`config.mk`:
```
export PLATFORM = sky130hd
export DESIGN_NAME = gap_buffer_line_editor
export DESIGN_NICKNAME = d
export VERILOG_FILES = /design/src/hdl/gbl_pkg.sv /design/src/hdl/gbl_store.sv /design/src/hdl/gbl_ctrl.sv /design/src/hdl/gap_buffer_line_editor.sv
export SDC_FILE = /design/constraint.sdc
export NUM_CORES = 2
export LEC_CHECK = 0
export ABC_AREA = 1
export BUFFER_PORTS_ARGS = -buffer_cell sky130_fd_sc_hd__buf_4
export CORE_MARGIN = 4
export CORE_UTILIZATION = 25
export CTS_BUF_LIST = sky130_fd_sc_hd__clkbuf_2
export DETAILED_ROUTE_END_ITERATION = 12
export PLACE_DENSITY = 0.4
export SYNTH_ARGS = -nofsm -noshare
export SYNTH_HDL_FRONTEND = slang
export SYNTH_SLANG_ARGS = --single-unit
```
`constraint.sdc`:
```
create_clock -name clock -period 38.3 [get_ports clock]
set_input_delay 1.915 -clock clock [delete_from_list [all_inputs] [get_ports clock]]
set_output_delay 1.915 -clock clock [all_outputs]
set_load 0.01 [all_outputs]
```
`src/hdl/gbl_pkg.sv`:
```
// Shared types and constants for the gap buffer line editor.
package gbl_pkg;

   // Default number of entries in the character store
   localparam int GBL_STORE_DEPTH = 256;

   // Operation codes
   localparam logic [2:0] OP_INSERT = 3'd0;
   localparam logic [2:0] OP_MOVE   = 3'd1;
   localparam logic [2:0] OP_DELETE = 3'd2;
   localparam logic [2:0] OP_CLEAR  = 3'd3;
   localparam logic [2:0] OP_READ   = 3'd4;

   // Last logical address of a clearing sweep
   localparam logic [7:0] SWEEP_LAST = 8'hFF;

   typedef struct packed {
      logic [2:0] operation;
      logic [7:0] char_in;
      logic [7:0] position;
   } gbl_req_type;

   typedef struct packed {
      logic       ok;
      logic [7:0] char_out;
      logic [7:0] text_length;
      logic [7:0] cursor_out;
   } gbl_rsp_type;

   // One write and one read per cycle, logical (unwrapped) addresses
   typedef struct packed {
      logic       we;
      logic [7:0] waddr;
      logic [7:0] wdata;
      logic [7:0] raddr;
   } gbl_mem_req_type;

   typedef enum logic [2:0] {
      ST_IDLE,
      ST_CLEAR,
      ST_MOVE_WD,
      ST_MOVE_WZ,
      ST_READ_WAIT
   } gbl_state_type;

endpackage

```
`src/hdl/gbl_store.sv`:
```
// Character store: one write port, one registered read port, write-first forwarding.
module gbl_store
   import gbl_pkg::*;
#(
   parameter int STORE_DEPTH = GBL_STORE_DEPTH
) (
   input  logic            clock,
   input  gbl_mem_req_type mem_req,
   output logic [7:0]      rd_data
);

   localparam int ADDR_W = (STORE_DEPTH > 1) ? $clog2(STORE_DEPTH) : 1;

   logic [7:0]        mem [STORE_DEPTH];
   logic [ADDR_W-1:0] wrap_lut [256];
   logic [ADDR_W-1:0] waddr;
   logic [ADDR_W-1:0] raddr;
   logic [7:0]        rd_data_ff;

   // Map a logical address onto the store, wrapping at its depth
   for (genvar i = 0; i < 256; i++) begin : g_wrap
      assign wrap_lut[i] = ADDR_W'(i % STORE_DEPTH);
   end

   assign waddr = wrap_lut[mem_req.waddr];
   assign raddr = wrap_lut[mem_req.raddr];

   // Write the entry
   always_ff @(posedge clock) begin
      if (mem_req.we) begin
         mem[waddr] <= mem_req.wdata;
      end
   end

   // Read, forwarding a same-cycle write to the same entry
   always_ff @(posedge clock) begin
      if (mem_req.we && (waddr == raddr)) begin
         rd_data_ff <= mem_req.wdata;
      end else begin
         rd_data_ff <= mem[raddr];
      end
   end

   assign rd_data = rd_data_ff;

endmodule

```
`src/hdl/gbl_ctrl.sv`:
```
// Sequencer: cursor, gap and capacity registers, operation decode and result register.
module gbl_ctrl
   import gbl_pkg::*;
(
   input  logic            clock,
   input  logic            reset,
   input  logic            csr_write_en,
   input  logic [7:0]      csr_write_data,
   input  logic            req_valid,
   output logic            req_ready,
   input  gbl_req_type     req_data,
   output logic            rsp_valid,
   input  logic            rsp_ready,
   output gbl_rsp_type     rsp_data,
   output gbl_mem_req_type mem_req,
   input  logic [7:0]      mem_rd_data
);

   gbl_state_type state_ff, state_in;
   logic [7:0]    cap_ff, cap_in;
   logic [7:0]    cursor_ff, cursor_in;
   logic [7:0]    gap_ff, gap_in;
   logic [7:0]    clr_cnt_ff, clr_cnt_in;
   logic          clr_rsp_ff, clr_rsp_in;
   logic [7:0]    target_ff, target_in;
   logic          dir_right_ff, dir_right_in;
   logic          rsp_valid_ff, rsp_valid_in;
   gbl_rsp_type   rsp_data_ff, rsp_data_in;

   logic       accept;
   logic       rsp_load;
   logic       rsp_ok;
   logic [7:0] rsp_char;
   logic [7:0] text_len;
   logic [7:0] move_src;
   logic [7:0] move_dst;
   logic [7:0] cursor_step;
   logic       move_ok;
   logic       move_shift;
   logic       read_ok;

   // Decode the current line geometry
   assign text_len    = cap_ff - gap_ff;
   assign req_ready   = (state_ff == ST_IDLE) && (!rsp_valid_ff || rsp_ready) && !csr_write_en;
   assign accept      = req_valid && req_ready;
   assign move_src    = dir_right_ff ? (cursor_ff + gap_ff) : (cursor_ff - 8'd1);
   assign move_dst    = dir_right_ff ? cursor_ff : (cursor_ff - 8'd1 + gap_ff);
   assign cursor_step = dir_right_ff ? (cursor_ff + 8'd1) : (cursor_ff - 8'd1);
   assign move_ok     = (req_data.position <= text_len);
   assign move_shift  = move_ok && (req_data.position != cursor_ff) && (gap_ff != 8'd0);
   assign read_ok     = (req_data.position < text_len);

   // Next state
   always_comb begin
      state_in = state_ff;
      case (state_ff)
         ST_IDLE: begin
            if (accept) begin
               case (req_data.operation)
                  OP_MOVE: begin
                     if (move_shift) begin
                        state_in = ST_MOVE_WD;
                     end
                  end
                  OP_CLEAR: begin
                     state_in = ST_CLEAR;
                  end
                  OP_READ: begin
                     if (read_ok) begin
                        state_in = ST_READ_WAIT;
                     end
                  end
                  default: begin
                     state_in = ST_IDLE;
                  end
               endcase
            end
         end
         ST_CLEAR: begin
            if (clr_cnt_ff == SWEEP_LAST) begin
               state_in = ST_IDLE;
            end
         end
         ST_MOVE_WD: begin
            state_in = ST_MOVE_WZ;
         end
         ST_MOVE_WZ: begin
            state_in = (cursor_step == target_ff) ? ST_IDLE : ST_MOVE_WD;
         end
         ST_READ_WAIT: begin
            state_in = ST_IDLE;
         end
         default: begin
            state_in = ST_IDLE;
         end
      endcase
      if (csr_write_en) begin
         state_in = ST_CLEAR;
      end
   end

   // Datapath and store accesses
   always_comb begin
      cap_in       = cap_ff;
      cursor_in    = cursor_ff;
      gap_in       = gap_ff;
      clr_cnt_in   = clr_cnt_ff;
      clr_rsp_in   = clr_rsp_ff;
      target_in    = target_ff;
      dir_right_in = dir_right_ff;
      mem_req      = '0;
      rsp_load     = 1'b0;
      rsp_ok       = 1'b0;
      rsp_char     = 8'd0;
      case (state_ff)
         ST_IDLE: begin
            if (accept) begin
               case (req_data.operation)
                  OP_INSERT: begin
                     rsp_load = 1'b1;
                     if (gap_ff != 8'd0) begin
                        mem_req.we    = 1'b1;
                        mem_req.waddr = cursor_ff;
                        mem_req.wdata = req_data.char_in;
                        cursor_in     = cursor_ff + 8'd1;
                        gap_in        = gap_ff - 8'd1;
                        rsp_ok        = 1'b1;
                     end
                  end
                  OP_MOVE: begin
                     if (move_shift) begin
                        // start the shift: fetch the first character to carry
                        target_in     = req_data.position;
                        dir_right_in  = (req_data.position > cursor_ff);
                        mem_req.raddr = (req_data.position > cursor_ff) ?
                                        (cursor_ff + gap_ff) : (cursor_ff - 8'd1);
                     end else begin
                        rsp_load = 1'b1;
                        if (move_ok) begin
                           cursor_in = req_data.position;
                           rsp_ok    = 1'b1;
                        end
                     end
                  end
                  OP_DELETE: begin
                     rsp_load = 1'b1;
                     if (cursor_ff < text_len) begin
                        mem_req.we    = 1'b1;
                        mem_req.waddr = cursor_ff + gap_ff;
                        mem_req.wdata = 8'd0;
                        gap_in        = gap_ff + 8'd1;
                        rsp_ok        = 1'b1;
                     end
                  end
                  OP_CLEAR: begin
                     clr_cnt_in = 8'd0;
                     clr_rsp_in = 1'b1;
                     cursor_in  = 8'd0;
                     gap_in     = cap_ff;
                  end
                  OP_READ: begin
                     if (read_ok) begin
                        mem_req.raddr = (req_data.position < cursor_ff) ?
                                        req_data.position : (req_data.position + gap_ff);
                     end else begin
                        rsp_load = 1'b1;
                     end
                  end
                  default: begin
                     rsp_load = 1'b1;
                  end
               endcase
            end
         end
         ST_CLEAR: begin
            // zero one entry per cycle
            mem_req.we    = 1'b1;
            mem_req.waddr = clr_cnt_ff;
            mem_req.wdata = 8'd0;
            clr_cnt_in    = clr_cnt_ff + 8'd1;
            if (clr_cnt_ff == SWEEP_LAST) begin
               rsp_load   = clr_rsp_ff;
               rsp_ok     = 1'b1;
               clr_rsp_in = 1'b0;
            end
         end
         ST_MOVE_WD: begin
            // carry the character across the gap
            mem_req.we    = 1'b1;
            mem_req.waddr = move_dst;
            mem_req.wdata = mem_rd_data;
         end
         ST_MOVE_WZ: begin
            // zero the vacated slot and fetch the next character
            mem_req.we    = 1'b1;
            mem_req.waddr = move_src;
            mem_req.wdata = 8'd0;
            mem_req.raddr = dir_right_ff ? (move_src + 8'd1) : (move_src - 8'd1);
            cursor_in     = cursor_step;
            if (cursor_step == target_ff) begin
               rsp_load = 1'b1;
               rsp_ok   = 1'b1;
            end
         end
         ST_READ_WAIT: begin
            rsp_load = 1'b1;
            rsp_ok   = 1'b1;
            rsp_char = mem_rd_data;
         end
         default: begin
            rsp_load = 1'b0;
         end
      endcase
      // capacity write restarts the line
      if (csr_write_en) begin
         cap_in     = csr_write_data;
         gap_in     = csr_write_data;
         cursor_in  = 8'd0;
         clr_cnt_in = 8'd0;
         clr_rsp_in = 1'b0;
         rsp_load   = 1'b0;
      end
   end

   // Build the result word from the updated state
   always_comb begin
      rsp_data_in.ok          = rsp_ok;
      rsp_data_in.char_out    = rsp_char;
      rsp_data_in.text_length = cap_in - gap_in;
      rsp_data_in.cursor_out  = cursor_in;
      rsp_valid_in            = rsp_load || (rsp_valid_ff && !rsp_ready);
   end

   // Control registers
   always_ff @(posedge clock) begin
      if (reset) begin
         state_ff     <= ST_CLEAR;
         cap_ff       <= 8'hFF;
         cursor_ff    <= 8'd0;
         gap_ff       <= 8'hFF;
         clr_cnt_ff   <= 8'd0;
         clr_rsp_ff   <= 1'b0;
         rsp_valid_ff <= 1'b0;
      end else begin
         state_ff     <= state_in;
         cap_ff       <= cap_in;
         cursor_ff    <= cursor_in;
         gap_ff       <= gap_in;
         clr_cnt_ff   <= clr_cnt_in;
         clr_rsp_ff   <= clr_rsp_in;
         rsp_valid_ff <= rsp_valid_in;
      end
   end

   // Payload registers
   always_ff @(posedge clock) begin
      target_ff    <= target_in;
      dir_right_ff <= dir_right_in;
      if (rsp_load) begin
         rsp_data_ff <= rsp_data_in;
      end
   end

   assign rsp_valid = rsp_valid_ff;
   assign rsp_data  = rsp_data_ff;

endmodule

```
`src/hdl/gap_buffer_line_editor.sv`:
```
// Top level of the gap buffer line editor: sequencer plus character store.
//
// Usage: one text line kept as a gap buffer. Each request word carries an
// operation (insert, move cursor, delete forward, clear, read character), a
// character and a position; each request yields one response word with ok,
// the character read, text length and cursor, unless a capacity write cuts in.
// Channels: req_* and rsp_* use valid/ready; csr_write_en/csr_write_data
// writes the capacity, which also starts a clearing pass.
// Responses: insert, delete, trivial or refused move, refused read and unknown
// codes answer in the cycle after acceptance; a read answers via ST_READ_WAIT;
// a move that shifts n characters runs ST_MOVE_WD then ST_MOVE_WZ per
// character, one store write for the carried character and one for zeroing
// the vacated slot; clear sweeps the store, one entry per cycle, then answers.
// One request is in progress at a time. Reset and capacity writes run a
// clearing pass over the store, with req_ready low; capacity resets to 255.
// A stalled rsp_ready holds the response register; the next request is
// accepted once the response register is free or being emptied.
module gap_buffer_line_editor
   import gbl_pkg::*;
#(
   parameter int STORE_DEPTH = GBL_STORE_DEPTH
) (
   input  logic        clock,
   input  logic        reset,
   input  logic        csr_write_en,
   input  logic [7:0]  csr_write_data,
   input  logic        req_valid,
   output logic        req_ready,
   input  gbl_req_type req_data,
   output logic        rsp_valid,
   input  logic        rsp_ready,
   output gbl_rsp_type rsp_data
);

   gbl_mem_req_type mem_req;
   logic [7:0]      mem_rd_data;

   // Operation sequencer
   gbl_ctrl u_ctrl (
      .clock          (clock),
      .reset          (reset),
      .csr_write_en   (csr_write_en),
      .csr_write_data (csr_write_data),
      .req_valid      (req_valid),
      .req_ready      (req_ready),
      .req_data       (req_data),
      .rsp_valid      (rsp_valid),
      .rsp_ready      (rsp_ready),
      .rsp_data       (rsp_data),
      .mem_req        (mem_req),
      .mem_rd_data    (mem_rd_data)
   );

   // Character store
   gbl_store #(
      .STORE_DEPTH (STORE_DEPTH)
   ) u_store (
      .clock   (clock),
      .mem_req (mem_req),
      .rd_data (mem_rd_data)
   );

`ifndef SYNTHESIS
   // a request is only taken when the response register can take its word
   a_req_needs_slot: assert property (@(posedge clock) disable iff (reset)
      (req_valid && req_ready) |-> (!rsp_valid || rsp_ready))
      else $error("request accepted while response register is blocked");

   // the cursor never runs past the end of the text
   a_cursor_in_text: assert property (@(posedge clock) disable iff (reset)
      rsp_valid |-> (rsp_data.cursor_out <= rsp_data.text_length))
      else $error("cursor beyond text length");

   // a capacity write starts a clearing pass
   a_csr_clears: assert property (@(posedge clock) disable iff (reset)
      csr_write_en |=> !req_ready)
      else $error("request channel open right after capacity write");
`endif

endmodule
```
======== After elaboration in Yosys (flattened, before gate mapping) ========
Memory sizes are Yosys's and may differ from the RTL's. A register that Yosys moved wholly into a read port is not among the register bits.
Index checks and enable logic that the tools add are counted.
storage, ports and cells
  flip-flop bits (word level) ............. 71
  bits in writable memories ............... 2048
  bits in read-only memories .............. 4096
  input bits .............................. 32
  output and inout bits ................... 27
  logic and storage cells ................. 138
  memories ................................ 3
memories
  name             words  width  rd ports  clocked after memory_dff  wr ports  line             text
  (no name shown)  256    8      1         0                         0         gbl_store.sv:26  assign raddr = wrap_lut[mem_req.raddr];
  (no name shown)  256    8      1         0                         0         gbl_store.sv:25  assign waddr = wrap_lut[mem_req.waddr];
  u_store.mem      256    8      1         1                         1         gbl_store.sv:14  logic [7:0] mem [STORE_DEPTH];
operators by class
  add/sub/neg operators ................... 12
  magnitude comparators ................... 7
  equality and inequality tests ........... 16
  multiplexer cells ....................... 65
  bitwise operators ....................... 2
  reductions and logical operators ........ 20
operators with widths
  operator                                          number
  2-to-1 mux 8 bit                                  25
  one-hot mux 17 bit (4 select lines)               1
  one-hot mux 8 bit (2 select lines)                4
  one-hot mux 8 bit (3 select lines)                2
  2-to-1 mux 17 bit                                 2
  one-hot mux 17 bit (2 select lines)               1
  adder 8 x 1 -> 8 bit, second input constant       4
  2-to-1 mux 25 bit                                 1
  adder 8 bit                                       3
  less-than comparator 8 bit                        3
  subtractor 8 x 1 -> 8 bit, second input constant  3
  >= comparator 9 bit, second input constant        2
  inverter 8 -> 9 bit                               2
  2-to-1 mux 1 bit                                  17
  subtractor 8 bit                                  2
  == test 3 x 2 -> 1 bit, second input constant     4
  2-to-1 mux 3 bit                                  4
  one-hot mux 3 bit (4 select lines)                1
  AND reduction 4 bit                               3
  one-hot mux 3 bit (3 select lines)                1
  == test 8 bit                                     1
  == test 8 bit, second input constant              1
  > comparator 8 bit                                1
  <= comparator 8 bit                               1
  18 further kinds                                  33

======== Longest topological paths before layout ========
  depth in word-level cells ............... 12
  gate-level depth with buffers ........... 32
  gate-level depth less buffers ........... 32

======== By module ========
Synthesis repeated with hierarchy kept, for this count alone.
second synthesis, totals
  cell total of the unflattened synthesis .. 8038
  area, all modules ....................... 90409.2 um^2
modules (own cells, without submodules)
  module     instances  cells each  area each (um^2)  sequential area each (um^2)
  gbl_store  1          7003        83326.2           61659.1
  gbl_ctrl   1          1035        7083.0            1761.7

======== Worst setup path before layout ========
OpenSTA, ideal clock, no wires.
  path type ............................... reg-to-reg
  start ................................... reg with a tool-made name
  end ..................................... mem u_store.mem[0][3] (data pin)
  library setup time ...................... 2.187 ns
  arrival time ............................ 12.027 ns
  data required time ...................... 36.113 ns
  setup slack ............................. 24.086 ns
  cell stages (with the launch flop) ...... 16
  buffers on the path ..................... 5
  period minus slack after synthesis ...... 14.214 ns
  cell sequence ........................... dfxtp_1 buf_2 buf_2 clkbuf_1 clkbuf_1 clkbuf_1 nor2_1 o22ai_1 nor2_1 o32ai_1 nor2_1 o22ai_1 nand2_1 nand3_1 nand2_1 o21ai_0
RTL lines
  item              line
  end: declaration  gbl_store.sv:14

==> flow_summary.toml <==
[run_status]
run_status = "completed"

[clock_network]
cts_resized = 0
postCtsSetupBuffers = 0
clockBufferDepth = 4
htreeDepth = 6
clk_latency_ns = 1.83
cts_buffers = 577
cts_sinks = 2127
clkTransAtPathRegs_ns = 0.10
cts_root_buffer = "clkbuf_2"
cts_tree = "yes"
cts_hold_buffers = 0

[floorplan]
fp.dieH_um = 602
die_area_um2 = 363000
die_w_um = 602
initial_utilization_pct = 25.2
core_um2 = 351000
fp-row-count = 217
io-pin-count = 59

[yosys]
ys_top_cells_by_count = "edfxtp_1 (2082), nor2_1 (1728), o21ai_0 (1402), o22ai_1 (646), clkbuf_1 (444)"
ys.warnings.count = 0
synth_area_leaders = "edfxtp_1 (71%), o21ai_0 (8.0%), nor2_1 (7.4%)"
synth.most_common_cell = "edfxtp_1"
yosysTopAreaCellShare_pct = 70.9
synth_area_per_cell_um2 = 12.0
synth-seq-cells = 2127
syn_area_um2 = 88200
ys_async_sr_fraction_pct = 0
netlist_instances = 7344
synth_seq_area_share_pct = 71.9
yosysUniqueCellTypes = 55
synth_fp_nets = 7442
synth_flop_cell = "edfxtp_1"
synth-edff-count = 2082
synth_top_cell_by_area = "edfxtp_1"

[global_route]
grt_overflow = 0
grt_pass1_vias = 60600
gr-usage-all-layers_pct = 16.2
grt_pass1_wl_mm = 438
antenna_found_initial = 20
grt_max_degree = 171

[timing]
final_hold_viol_count = 0
drv_slew = 0
relSlewSlack_pct = 8.67
rsz0062_at_grt = "false"
min_period_ns = 9.03
post-route-period-util_pct = 23.6
finalSetupTns_ns = 0
clock.fmax_mhz = 111
worst_pin_slew_ns = 1.36
fin_skew_ns = 0.206
setup_viol = 0

[power]
leakage_nw = 29.2
switching_power_mw = 1.01
p_int_mw = 3.21
power_mw = 4.22
combPwrFrac_pct = 1.6
pwr-share-clk_pct = 38.8
ir_worst_vdd_v = 0.0000201
p_per_area_nw_per_um2 = 42.7
seq_power_share_pct = 59.6
swShare_pct = 24.0

[setup_path]
critPathRequiredTime_ns = 39.66
cp-end-kind = "flop"
crit_arrival_ns = 10.39
critPathKind = "flop to flop"
worstSetupStartpointType = "flop"
cp_max_fo = 83

[detailed_routing]
avgRoutedWirePerCell_um = 24.1
drtAntennaViolNets = 0
dr.first_iter.drc_count = 5415
post-route-drc-count = 0
wirelength_mm = 306
drt_pass1_iterations = 8
vias = 61700
vias_per_cell = 4.85

[layout]
nets = 7700
fill_cells = 36400
area_delta_synth_final_pct = 12.1
ff_latch_area_um2 = 63400
fin_area_um2 = 98900
multi_input_area_um2 = 22300
layout-drive-gt1-share_pct = 14.8

[placed_design]
port_buffers = 58
postPlaceCellArea_um2 = 93800
hpwl_mm = 177
gp_congestion = 0.827

[worst_hold_path]
hp-class = "input pin to flop"

[flow_run]
drv_cap = 0
==> power groups by stage <==
stage | registers [mW] | clock network (mW) | logic, mW
after floorplan | 2.57 | 0 | 0.0429
after global placement | 2.57 | 0 | 0.0680
after detailed placement | 2.57 | 0 | 0.0684
after CTS | 2.52 | 1.71 | 0.0689
after global routing | 2.52 | 1.83 | 0.0777
final | 2.52 | 1.64 | 0.0689
==> area by class of cell <==
type	instances	area share [%]
sequential	2127	64.1
antenna	12	0.0303
multi-input combinational	4534	22.5
tap	4708	5.95
inverter	172	0.678
clock inverter	123	0.883
clock buffer	841	4.25
timing repair buffer	190	1.54
==> registers in the layout (all words and copies together), names as in the netlist, named ones only <==
signal / flops
u_store.mem: 2048
u_ctrl.rsp_data: 25
u_ctrl.cap_ff: 8
u_ctrl.clr_cnt_ff: 8
u_ctrl.cursor_ff: 8
u_ctrl.gap_ff: 8
u_ctrl.target_ff: 8
u_ctrl.state_ff: 3
u_ctrl.clr_rsp_ff: 1
u_ctrl.dir_right_ff: 1
u_ctrl.rsp_valid: 1
==> kinds of logic (layout without fill, tap and decap cells) <==
| kind of cell | after synthesis | in the layout | share of synthesized area, % |
|---|---|---|---|
| AO/OA/AOI/OAI | 2233 | 2233 | 13.9 |
| AND/OR/NAND/NOR | 2193 | 2193 | 9.77 |
| flip-flops | 2127 | 2127 | 71.9 |
| buffers and inverters | 683 | 1326 | 3.01 |
| adder cells (fa/ha/maj) | 66 | 66 | 0.978 |
| XOR/XNOR | 42 | 42 | 0.417 |
| other | 0 | 12 | 0 |
==> routing by layer <==
layer / track usage [%] / vias to the layer above / part of all wire, % / wire length (um)
li1: - / 27800 / - / -
met1: 22.2 / 31200 / 45 / 138000
met2: 26.0 / 2113 / 46 / 142000
met3: 3.07 / 503 / 6.0 / 18400
met4: 4.65 / 12 / 2.4 / 7490
met5: 0 / - / 0.027 / 83
==> cells in the final DEF (no fill, tap or decap), types with 11 or more instances in the layout <==
cell and instances:
diode_2 12, o211ai_1 11, o21ai_4 11, inv_1 145, o22ai_1 646, a21oi_1 94
clkinv_1 83, xor2_1 36, dfxtp_1 39, bufinv_16 14, nand2_2 30, edfxtp_1 2082
buf_4 182, inv_2 34, ha_1 61, nand4_1 18, nor3_1 19, clkbuf_2 841
nand3_1 80, o21ai_0 1393, nand2_1 284, nor2_1 1728, o32ai_1 32
==> critical path, stage by stage, from the launching register on <==
cell and delay (ns):
dfxtp_4 0.71, buf_4 0.60, buf_4 0.58, buf_4 0.51, buf_4 0.73, buf_4 0.65
o21ai_0 0.19, o22ai_1 0.19, nor2_1 0.06, o32ai_1 0.65, o21ai_0 0.36, o22ai_1 0.21
nand2_1 0.07, nand3_1 0.10, nand2_1 0.27, o21ai_4 0.68, buf_4 0.87, buf_4 0.82
==> stage by stage <==
stage / cells / hold slack (ns) / util (%) / setup slack (ns)
5_1_grt: 12700 / 0.221 / 28.2 / 28.81
2_1_floorplan: 7344 / 0.450 / - / 24.09
3_3_place_gp: 11700 / 0.476 / 26.8 / 29.43
4_1_cts: 12700 / 0.135 / 28.2 / 29.45
6_report: 12700 / 0.406 / 28.2 / 29.27
3_5_place_dp: 11700 / 0.484 / 26.8 / 29.45
==> final timing paths <==
check	slack, ns	cells past startpoint	end	start
worst max-delay path	29.27	17	u_store.mem[128][7]$_DFFE_PP_	flop
worst min-delay path	0.41	3	u_ctrl.gap_ff[7]$_SDFF_PP1_	csr_write_data[7]
worst max register to register	29.27	17	u_store.mem[128][7]$_DFFE_PP_	flop
worst min register to register	0.49	2	u_ctrl.clr_rsp_ff$_SDFFE_PP0P_	u_ctrl.clr_rsp_ff$_SDFFE_PP0P_
No activity file was read; power rests on OpenSTA's default activity.
